### src/design/radix_digits_to_ascii_assert.svh
// ----------------------------------------------------------------------------
// radix_digits_to_ascii assertion macros
// Property wrappers shared by the checks at the end of the top level.
// ----------------------------------------------------------------------------
`ifndef RADIX_DIGITS_TO_ASCII_ASSERT_SVH
`define RADIX_DIGITS_TO_ASCII_ASSERT_SVH

// Same-cycle implication, off during reset
`define RDTA_ASSERT_NOW(label, clk, rst, cond, resp) \
  label: assert property (@(posedge clk) disable iff (rst) (cond) |-> (resp)) \
    else $error("radix_digits_to_ascii: same-cycle check failed");

// Next-cycle implication, off during reset
`define RDTA_ASSERT_NEXT(label, clk, rst, cond, resp) \
  label: assert property (@(posedge clk) disable iff (rst) (cond) |=> (resp)) \
    else $error("radix_digits_to_ascii: next-cycle check failed");

`endif

### src/design/rdta_pkg.sv
// ----------------------------------------------------------------------------
// rdta_pkg
// Shared constants, types and state encodings of the radix digit converter.
// ----------------------------------------------------------------------------
package rdta_pkg;

  // Field widths
  localparam int VALUE_W = 64;
  localparam int RADIX_W = 5;
  localparam int CHARS_W = 64;
  localparam int CHAR_W  = 8;
  localparam int COUNT_W = 7;
  localparam int DIGIT_W = 4;

  // Sizing
  localparam int VALUE_BITS  = 64;
  localparam int MAX_RADIX   = 16;
  localparam int STORE_DEPTH = VALUE_BITS;
  localparam int IDX_W       = $clog2(STORE_DEPTH);

  // Divider: restoring steps per cycle, cycles per digit
  localparam int DIV_STEPS  = 8;
  localparam int DIV_CYCLES = (VALUE_BITS + DIV_STEPS - 1) / DIV_STEPS;
  localparam int PAD_BITS   = DIV_CYCLES * DIV_STEPS;
  localparam int CYC_W      = (DIV_CYCLES > 1) ? $clog2(DIV_CYCLES) : 1;

  // Descriptor queue between front and back
  localparam int QDEPTH  = 2;
  localparam int QPTR_W  = $clog2(QDEPTH);
  localparam int QCNT_W  = $clog2(QDEPTH + 1);

  // Configuration register indexes
  localparam int CFG_IDX_W = 2;
  localparam logic [CFG_IDX_W-1:0] CFG_RADIX      = 2'd0;
  localparam logic [CFG_IDX_W-1:0] CFG_CHARS_LOW  = 2'd1;
  localparam logic [CFG_IDX_W-1:0] CFG_CHARS_HIGH = 2'd2;

  // Reset values
  localparam logic [RADIX_W-1:0] RADIX_RESET      = 5'd10;
  localparam logic [CHARS_W-1:0] CHARS_LOW_RESET  = 64'h3736353433323130;
  localparam logic [CHARS_W-1:0] CHARS_HIGH_RESET = 64'h6665646362613938;

  // One digit written into the digit store (bank bit on top of the address)
  typedef struct packed {
    logic               en;
    logic [IDX_W:0]     addr;
    logic [DIGIT_W-1:0] digit;
  } store_wr_t;

  // Finished conversion handed from front to back
  typedef struct packed {
    logic               bank;
    logic [COUNT_W-1:0] count;
  } q_entry_t;

  typedef enum logic { FE_IDLE, FE_DIV } fe_state_t;
  typedef enum logic { BK_IDLE, BK_SEND } bk_state_t;

endpackage

### src/design/rdta_front.sv
// ----------------------------------------------------------------------------
// rdta_front
// Accepts a value and splits it into digits, least significant first, by
// repeated division with a shared 8-step-per-cycle restoring divider.
// ----------------------------------------------------------------------------
module rdta_front import rdta_pkg::*; (
  input  logic                 clk,
  input  logic                 rst,
  input  logic                 s_tvalid,
  output logic                 s_tready,
  input  logic [VALUE_W-1:0]   s_tdata,
  input  logic [RADIX_W-1:0]   radix,
  input  logic                 q_full,
  output logic                 push,
  output q_entry_t             push_entry,
  output store_wr_t            store_wr
);

  fe_state_t state, state_next;

  logic [PAD_BITS-1:0]  work;
  logic [RADIX_W-1:0]   rem;
  logic [CYC_W-1:0]     cyc;
  logic [COUNT_W-1:0]   n;
  logic                 wr_bank;

  logic [PAD_BITS-1:0]           work_next;
  logic [PAD_BITS+DIV_STEPS-1:0] work_wide;
  logic [DIV_STEPS-1:0]          q_bits;
  logic [RADIX_W-1:0]            rem_next;
  logic [COUNT_W-1:0]            count_inc;
  logic                          last_cycle;
  logic                          done;
  logic                          accept;

  // Divider slice: eight restoring steps over the top bits of work
  always_comb begin
    logic [RADIX_W:0]   t;
    logic [RADIX_W-1:0] r;
    r      = rem;
    q_bits = '0;
    for (int i = 0; i < DIV_STEPS; i++) begin
      t = {r, work[PAD_BITS-1-i]};
      if (t >= {1'b0, radix}) begin
        t = t - {1'b0, radix};
        q_bits[DIV_STEPS-1-i] = 1'b1;
      end
      r = t[RADIX_W-1:0];
    end
    rem_next = r;
  end

  // Quotient bits shift in from below as dividend bits leave the top
  assign work_wide  = {work, q_bits};
  assign work_next  = work_wide[PAD_BITS-1:0];
  assign count_inc  = n + COUNT_W'(1);
  assign last_cycle = (cyc == CYC_W'(DIV_CYCLES - 1));
  assign done       = (work_next == '0) || (count_inc == COUNT_W'(STORE_DEPTH));
  assign accept     = s_tvalid && s_tready;

  // Next state
  always_comb begin
    state_next = state;
    unique case (state)
      FE_IDLE: begin
        if (accept) state_next = FE_DIV;
      end
      FE_DIV: begin
        if (last_cycle && done) state_next = FE_IDLE;
      end
    endcase
  end

  // Outputs
  always_comb begin
    s_tready         = 1'b0;
    push             = 1'b0;
    store_wr.en      = 1'b0;
    store_wr.addr    = {wr_bank, n[IDX_W-1:0]};
    store_wr.digit   = rem_next[DIGIT_W-1:0];
    push_entry.bank  = wr_bank;
    push_entry.count = count_inc;
    unique case (state)
      FE_IDLE: begin
        s_tready = !q_full;
      end
      FE_DIV: begin
        store_wr.en = last_cycle;
        push        = last_cycle && done;
      end
    endcase
  end

  // Control registers
  always_ff @(posedge clk) begin
    if (rst) begin
      state   <= FE_IDLE;
      wr_bank <= 1'b0;
    end else begin
      state <= state_next;
      if (push) wr_bank <= !wr_bank;
    end
  end

  // Datapath registers
  always_ff @(posedge clk) begin
    if (accept) begin
      work <= PAD_BITS'(s_tdata[VALUE_BITS-1:0]);
      rem  <= '0;
      cyc  <= '0;
      n    <= '0;
    end else if (state == FE_DIV) begin
      work <= work_next;
      if (last_cycle) begin
        rem <= '0;
        cyc <= '0;
        n   <= count_inc;
      end else begin
        rem <= rem_next;
        cyc <= cyc + CYC_W'(1);
      end
    end
  end

endmodule

### src/design/rdta_queue.sv
// ----------------------------------------------------------------------------
// rdta_queue
// Two-entry descriptor FIFO between the converter and the emitter.
// ----------------------------------------------------------------------------
module rdta_queue import rdta_pkg::*; (
  input  logic     clk,
  input  logic     rst,
  input  logic     push,
  input  q_entry_t push_entry,
  input  logic     pop,
  output q_entry_t head,
  output logic     full,
  output logic     empty
);

  q_entry_t            entries [QDEPTH];
  logic [QPTR_W-1:0]   wr_ptr;
  logic [QPTR_W-1:0]   rd_ptr;
  logic [QCNT_W-1:0]   cnt;

  assign head  = entries[rd_ptr];
  assign full  = (cnt == QCNT_W'(QDEPTH));
  assign empty = (cnt == '0);

  // Pointers and fill level
  always_ff @(posedge clk) begin
    if (rst) begin
      wr_ptr <= '0;
      rd_ptr <= '0;
      cnt    <= '0;
    end else begin
      if (push) wr_ptr <= wr_ptr + QPTR_W'(1);
      if (pop)  rd_ptr <= rd_ptr + QPTR_W'(1);
      if (push && !pop)      cnt <= cnt + QCNT_W'(1);
      else if (pop && !push) cnt <= cnt - QCNT_W'(1);
    end
  end

  // Entry storage
  always_ff @(posedge clk) begin
    if (push) entries[wr_ptr] <= push_entry;
  end

endmodule

### src/design/rdta_back.sv
// ----------------------------------------------------------------------------
// rdta_back
// Holds the two-bank digit store and plays a finished conversion back most
// significant digit first, one character per beat, through the digit table.
// ----------------------------------------------------------------------------
module rdta_back import rdta_pkg::*; (
  input  logic                clk,
  input  logic                rst,
  input  store_wr_t           store_wr,
  input  q_entry_t            head,
  input  logic                q_empty,
  output logic                pop,
  input  logic [CHARS_W-1:0]  digit_chars_low,
  input  logic [CHARS_W-1:0]  digit_chars_high,
  output logic                m_tvalid,
  input  logic                m_tready,
  output logic [CHAR_W-1:0]   character,
  output logic                last,
  output logic [COUNT_W-1:0]  digits_total
);

  localparam int MEM_DEPTH = 2 * STORE_DEPTH;

  bk_state_t state, state_next;

  logic [DIGIT_W-1:0] mem [MEM_DEPTH];
  logic [DIGIT_W-1:0] rd_data;
  logic [IDX_W-1:0]   pos;
  logic               bank;
  logic [COUNT_W-1:0] total;

  logic               rd_en;
  logic [IDX_W:0]     rd_addr;
  logic [IDX_W-1:0]   head_last_idx;
  logic [IDX_W-1:0]   pos_dec;
  logic [COUNT_W-1:0] head_count_dec;
  logic [CHARS_W-1:0] chars_sel;

  assign head_count_dec = head.count - COUNT_W'(1);
  assign head_last_idx  = head_count_dec[IDX_W-1:0];
  assign pos_dec        = pos - IDX_W'(1);

  // Next state
  always_comb begin
    state_next = state;
    unique case (state)
      BK_IDLE: begin
        if (!q_empty) state_next = BK_SEND;
      end
      BK_SEND: begin
        if (m_tready && pos == '0) state_next = BK_IDLE;
      end
    endcase
  end

  // Outputs and store read requests
  always_comb begin
    rd_en    = 1'b0;
    rd_addr  = {bank, pos_dec};
    pop      = 1'b0;
    m_tvalid = 1'b0;
    unique case (state)
      BK_IDLE: begin
        if (!q_empty) begin
          rd_en   = 1'b1;
          rd_addr = {head.bank, head_last_idx};
        end
      end
      BK_SEND: begin
        m_tvalid = 1'b1;
        if (m_tready) begin
          if (pos == '0) pop = 1'b1;
          else           rd_en = 1'b1;
        end
      end
    endcase
  end

  // Character lookup from the registered digit
  assign chars_sel    = rd_data[DIGIT_W-1] ? digit_chars_high : digit_chars_low;
  assign character    = chars_sel[{rd_data[DIGIT_W-2:0], 3'b000} +: CHAR_W];
  assign last         = (pos == '0);
  assign digits_total = total;

  // Control
  always_ff @(posedge clk) begin
    if (rst) state <= BK_IDLE;
    else     state <= state_next;
  end

  // Run position
  always_ff @(posedge clk) begin
    if (state == BK_IDLE && !q_empty) begin
      pos   <= head_last_idx;
      bank  <= head.bank;
      total <= head.count;
    end else if (state == BK_SEND && m_tready && pos != '0) begin
      pos <= pos_dec;
    end
  end

  // Digit store: one write port, one registered read port
  always_ff @(posedge clk) begin
    if (store_wr.en) mem[store_wr.addr] <= store_wr.digit;
    if (rd_en)       rd_data <= mem[rd_addr];
  end

endmodule

### src/design/radix_digits_to_ascii.sv
// ----------------------------------------------------------------------------
// radix_digits_to_ascii
// Unsigned value to text in a configurable radix, one character per beat.
//
//   channel  dir  signals                         content
//   s_*      in   s_tvalid s_tready s_tdata[63:0] value
//   m_*      out  m_tvalid m_tready m_tdata m_tlast character, count, last
//   cfg_*    in   cfg_valid cfg_ready cfg_index cfg_data   register writes
//
// Conversion runs one 8-step slice of the shared divider per cycle, digit
// by digit. Emission then runs one character per cycle from the digit
// store while m_tready is high.
// Both halves overlap through a two-entry queue and a two-bank store.
// Reset is synchronous; the digit store needs no clearing pass.
// Output stalls hold the back only; the front keeps converting until the
// queue is full.
// ----------------------------------------------------------------------------
`include "radix_digits_to_ascii_assert.svh"

module radix_digits_to_ascii import rdta_pkg::*; (
  input  logic                 clk,
  input  logic                 rst,
  // beats in: value
  input  logic                 s_tvalid,
  output logic                 s_tready,
  input  logic [VALUE_W-1:0]   s_tdata,   // [63:0] value
  // beats out: one per character
  output logic                 m_tvalid,
  input  logic                 m_tready,
  output logic [15:0]          m_tdata,   // [7:0] character, [14:8] digits_total, [15] zero
  output logic                 m_tlast,   // last
  // register writes
  input  logic                 cfg_valid,
  output logic                 cfg_ready,
  input  logic [CFG_IDX_W-1:0] cfg_index,
  input  logic [CHARS_W-1:0]   cfg_data
);

  logic [RADIX_W-1:0]  radix;
  logic [CHARS_W-1:0]  digit_chars_low;
  logic [CHARS_W-1:0]  digit_chars_high;
  logic [RADIX_W-1:0]  eff_radix;

  logic                q_push;
  logic                q_pop;
  logic                q_full;
  logic                q_empty;
  q_entry_t            q_in;
  q_entry_t            q_head;
  store_wr_t           store_wr;

  logic [CHAR_W-1:0]   character;
  logic [COUNT_W-1:0]  digits_total;

  // Configuration registers
  assign cfg_ready = 1'b1;

  always_ff @(posedge clk) begin
    if (rst) begin
      radix            <= RADIX_RESET;
      digit_chars_low  <= CHARS_LOW_RESET;
      digit_chars_high <= CHARS_HIGH_RESET;
    end else if (cfg_valid && cfg_ready) begin
      unique case (cfg_index)
        CFG_RADIX:      radix            <= cfg_data[RADIX_W-1:0];
        CFG_CHARS_LOW:  digit_chars_low  <= cfg_data;
        CFG_CHARS_HIGH: digit_chars_high <= cfg_data;
        default: ;
      endcase
    end
  end

  // Radix saturates into 2..MAX_RADIX
  always_comb begin
    if (radix < RADIX_W'(2))              eff_radix = RADIX_W'(2);
    else if (radix > RADIX_W'(MAX_RADIX)) eff_radix = RADIX_W'(MAX_RADIX);
    else                                  eff_radix = radix;
  end

  rdta_front u_front (
    .clk        (clk),
    .rst        (rst),
    .s_tvalid   (s_tvalid),
    .s_tready   (s_tready),
    .s_tdata    (s_tdata),
    .radix      (eff_radix),
    .q_full     (q_full),
    .push       (q_push),
    .push_entry (q_in),
    .store_wr   (store_wr)
  );

  rdta_queue u_queue (
    .clk        (clk),
    .rst        (rst),
    .push       (q_push),
    .push_entry (q_in),
    .pop        (q_pop),
    .head       (q_head),
    .full       (q_full),
    .empty      (q_empty)
  );

  rdta_back u_back (
    .clk              (clk),
    .rst              (rst),
    .store_wr         (store_wr),
    .head             (q_head),
    .q_empty          (q_empty),
    .pop              (q_pop),
    .digit_chars_low  (digit_chars_low),
    .digit_chars_high (digit_chars_high),
    .m_tvalid         (m_tvalid),
    .m_tready         (m_tready),
    .character        (character),
    .last             (m_tlast),
    .digits_total     (digits_total)
  );

  // Output beat packing
  assign m_tdata = {1'b0, digits_total, character};

  // Checks
  `RDTA_ASSERT_NOW(a_push_not_full, clk, rst, q_push, !q_full)
  `RDTA_ASSERT_NEXT(a_busy_after_accept, clk, rst, s_tvalid && s_tready, !s_tready)
  `RDTA_ASSERT_NEXT(a_run_no_gap, clk, rst, m_tvalid && m_tready && !m_tlast, m_tvalid)
  `RDTA_ASSERT_NOW(a_total_nonzero, clk, rst, m_tvalid, digits_total != '0)

endmodule

### config.mk
export PLATFORM = sky130hd
export DESIGN_NAME = radix_digits_to_ascii
export DESIGN_NICKNAME = d
export VERILOG_FILES = /design/src/design/rdta_pkg.sv /design/src/design/rdta_front.sv /design/src/design/rdta_queue.sv /design/src/design/rdta_back.sv /design/src/design/radix_digits_to_ascii.sv
export VERILOG_INCLUDE_DIRS = /design/src /design/src/design
export SDC_FILE = /design/constraint.sdc
export NUM_CORES = 1
export LEC_CHECK = 0
export BUFFER_PORTS_ARGS = -buffer_cell sky130_fd_sc_hd__buf_2
export CORE_ASPECT_RATIO = 0.5
export CORE_MARGIN = 1
export CORE_UTILIZATION = 50
export DETAILED_ROUTE_END_ITERATION = 8
export PLACE_DENSITY_LB_ADDON = 0.25
export SYNTH_ARGS = -nofsm -noshare
export SYNTH_HDL_FRONTEND = slang
export SYNTH_SLANG_ARGS = --single-unit
### constraint.sdc
create_clock -name clk -period 19.1 [get_ports clk]
set_input_delay 3.82 -clock clk [delete_from_list [all_inputs] [get_ports clk]]
set_output_delay 3.82 -clock clk [all_outputs]
set_load 0.01 [all_outputs]
==> impl_metrics.py <==
metrics = {
    "run_status": {
        "status": "finished clean",
    },
    "timing": {
        "worst_pin_slew_ps": 978,
        "setup_viol": 0,
        "max_slew_margin": 0.347,
        "fmax_ghz": 0.0566,
        "period_minus_slack_ps": 17670,
        "worst_clock_skew_ps": 30.5,
        "drv_slew": 0,
        "hold_viol_final": 0,
        "fin_setup_tns_ps": 0,
        "period_share": 0.925,
        "rsz0062_at_grt": "no",
    },
    "drt": {
        "postRouteWirelength_mm": 85.9,
        "vias_per_cell": 5.81,
        "firstDrtPassIters": 8,
        "drt_iter0_markers": 2542,
        "vias": 24310,
        "route.detailed.drc": 0,
        "antenna_left": 0,
        "wl_per_cell_microns": 20.5,
    },
    "synth": {
        "post_synth_num_cell_types": 78,
        "synth-main-ff-cell": "edfxtp_1",
        "yosysTopAreaCell": "edfxtp_1",
        "ys_seq_area_frac": 0.626,
        "async_reset_ff_frac": 0,
        "synth_area_leaders": "edfxtp_1 54%, nand2_1 11%, dfxtp_1 9.1%, nand3_1 3.9%, mux4_2 2.6%",
        "synth_edf_count": 610,
        "synth_area_sq_um": 34200,
        "ys_warn_count": 0,
        "yosys_register_bits": 766,
        "postSynthCellCount": 3164,
        "synth_area_per_cell_sq_um": 10.8,
        "yosysTopAreaCellShare": 0.535,
        "synth.net_count": 3353,
    },
    "layout": {
        "final_cells": 4182,
        "fin_util": 0.565,
        "syn_to_final_growth_pct": 11.2,
        "nets": 3423,
        "drive_gt1_frac": 0.119,
    },
    "clocking": {
        "clock_latency_ps": 630,
        "cts.clk_slew.worst_paths_ps": 70,
        "htree_num_levels": 3,
        "cts_buffers": 68,
        "root_buffer": "clkbuf_16",
        "clock_path_buffers": 3,
        "ctsHoldBuffers": 0,
        "cts.sinks": 766,
        "cts_tree": "done",
    },
    "setup_path": {
        "endpoint_kind": "register",
        "critical-path-top-delay-family": "compound AO/OA/AOI/OAI gates",
        "required_ps": 19420,
        "cp_num_buf_inv": 5,
        "crit_path_max_fanout": 128,
        "crit_type": "register to register",
        "cp.arrival_ps": 17990,
        "cpMaxStageDelayCell": "o21ai_0",
        "startpoint_type": "register",
        "cpPeakStageDelay_ps": 560,
    },
    "place": {
        "place_congestion": 0.894,
        "numPortBuffers": 152,
        "dp_hpwl_mm": 52.2,
        "dp_cells": 4059,
    },
    "run": {
        "drv_cap": 0,
    },
    "die": {
        "ioPinCount": 155,
        "start_util": 0.508,
        "die_area_sq_um": 69600,
        "core_area_sq_um": 67300,
        "num_rows": 67,
        "die_w_microns": 372,
        "dieHeight_microns": 187,
    },
    "grt": {
        "grt_pass1_vias": 23484,
        "grt_overflow": 0,
        "grt_pass1_wl_mm": 133,
        "grtUsageTotal": 0.247,
        "grt_max_degree": 156,
        "antenna_found_initial": 6,
    },
    "min_path": {
        "hp-class": "register to register",
    },
}
==> metal layers <==
layer  routed length (microns)  track usage  vias up
met3                      6160       0.0408      158
met4                      2350       0.0801        2
met5                        11            0        -
li1                          -            -    11402
met1                     37400        0.351    11843
met2                     40000        0.387      905
==> state kept, by name, indices dropped and copies added (netlist names), 2 cells and up, named ones only <==
name                 count
digit_chars_high        64
digit_chars_low         64
radix                    5
u_back.digits_total      7
u_back.mem             512
u_back.pos               6
u_back.rd_data           4
u_front.cyc              3
u_front.n                7
u_front.rem              5
u_front.work            64
u_queue.cnt              2
u_queue.entries         16
==> logic make-up (layout without fill, tap and decap cells) <==
kind of cell | count (synthesis) | in the layout | synth area share
AND/OR/NAND/NOR | 1661 | 1661 | 0.211
flip-flops | 766 | 766 | 0.626
AO/OA/AOI/OAI | 326 | 326 | 0.0675
buffers and inverters | 241 | 357 | 0.0267
multiplexers | 74 | 74 | 0.0369
adder cells (fa/ha/maj) | 54 | 54 | 0.0215
XOR/XNOR | 40 | 40 | 0.0102
other | 2 | 7 | 0.000219
==> cells in the mapped netlist, types with 40 or more instances <==
cell	count
nand3b_1	59
ha_1	46
nor2_1	191
nand3_1	268
mux4_2	40
a311oi_1	74
and3_1	44
nand2_1	991
inv_1	40
edfxtp_1	610
dfxtp_1	156
clkbuf_1	165
a21oi_1	109
==> cells in the final DEF (no fill, tap or decap), types with 18 or more instances in the layout <==
master,instances
a21oi_1,107
a311oi_1,74
and3_1,44
buf_2,151
buf_4,38
clkbuf_16,70
dfxtp_1,156
edfxtp_1,610
ha_1,46
inv_1,38
mux2_2,18
mux4_2,40
nand2_1,989
nand3_1,268
nand3b_1,59
nor2_1,191
o21ai_0,24
xnor2_1,23
==> stage by stage <==
stage	instance area (sq um)	hold WS, ps	setup slack (ps)
global route	38000	467	149
detailed placement	35900	446	810
CTS	38000	455	795
finish	38000	451	1430
global placement	35900	439	1310
floorplan	34200	424	77.4
==> path summary, 6_finish.rpt <==
kind / startpoint / endpoint / slack, ps / cells past startpoint
worst min register to register: digit_chars_low[62] / digit_chars_low[62] / 450 / 2
worst max-delay path: radix[4] / u_back.mem[13][2] / 1430 / 64
worst max register to register: radix[4] / u_back.mem[13][2] / 1430 / 64
worst min-delay path: digit_chars_low[62] / digit_chars_low[62] / 450 / 2
==> layout make-up <==
cell class	count	area, sq um
Antenna cell	5	12.5
Multi-Input combinational cell	2157	12000
Inverter	42	164
Tap cell	897	1120
Clock inverter	33	278
Fill cell	5697	29300
Clock buffer	83	1820
Timing Repair Buffer	199	1250
Sequential cell	766	21400
==> worst reg2reg max path, delay by kind of cell (launching register included) <==
family,cells,cell delay [ps]
flip-flops,1,300
AO/OA/AOI/OAI,28,7080
buffers and inverters,5,850
adder cells (fa/ha/maj),8,2810
AND/OR/NAND/NOR,17,4290
multiplexers,6,1850
==> what timing repair did <==
action                     4_1_cts  5_1_grt
resized for setup                0        5
setup buffers                    0        2
setup endpoints to repair        0      531
Power is left out: the tool's default activity adds up to more than one toggle a clock period on the data nets, which glitch-free logic cannot reach.
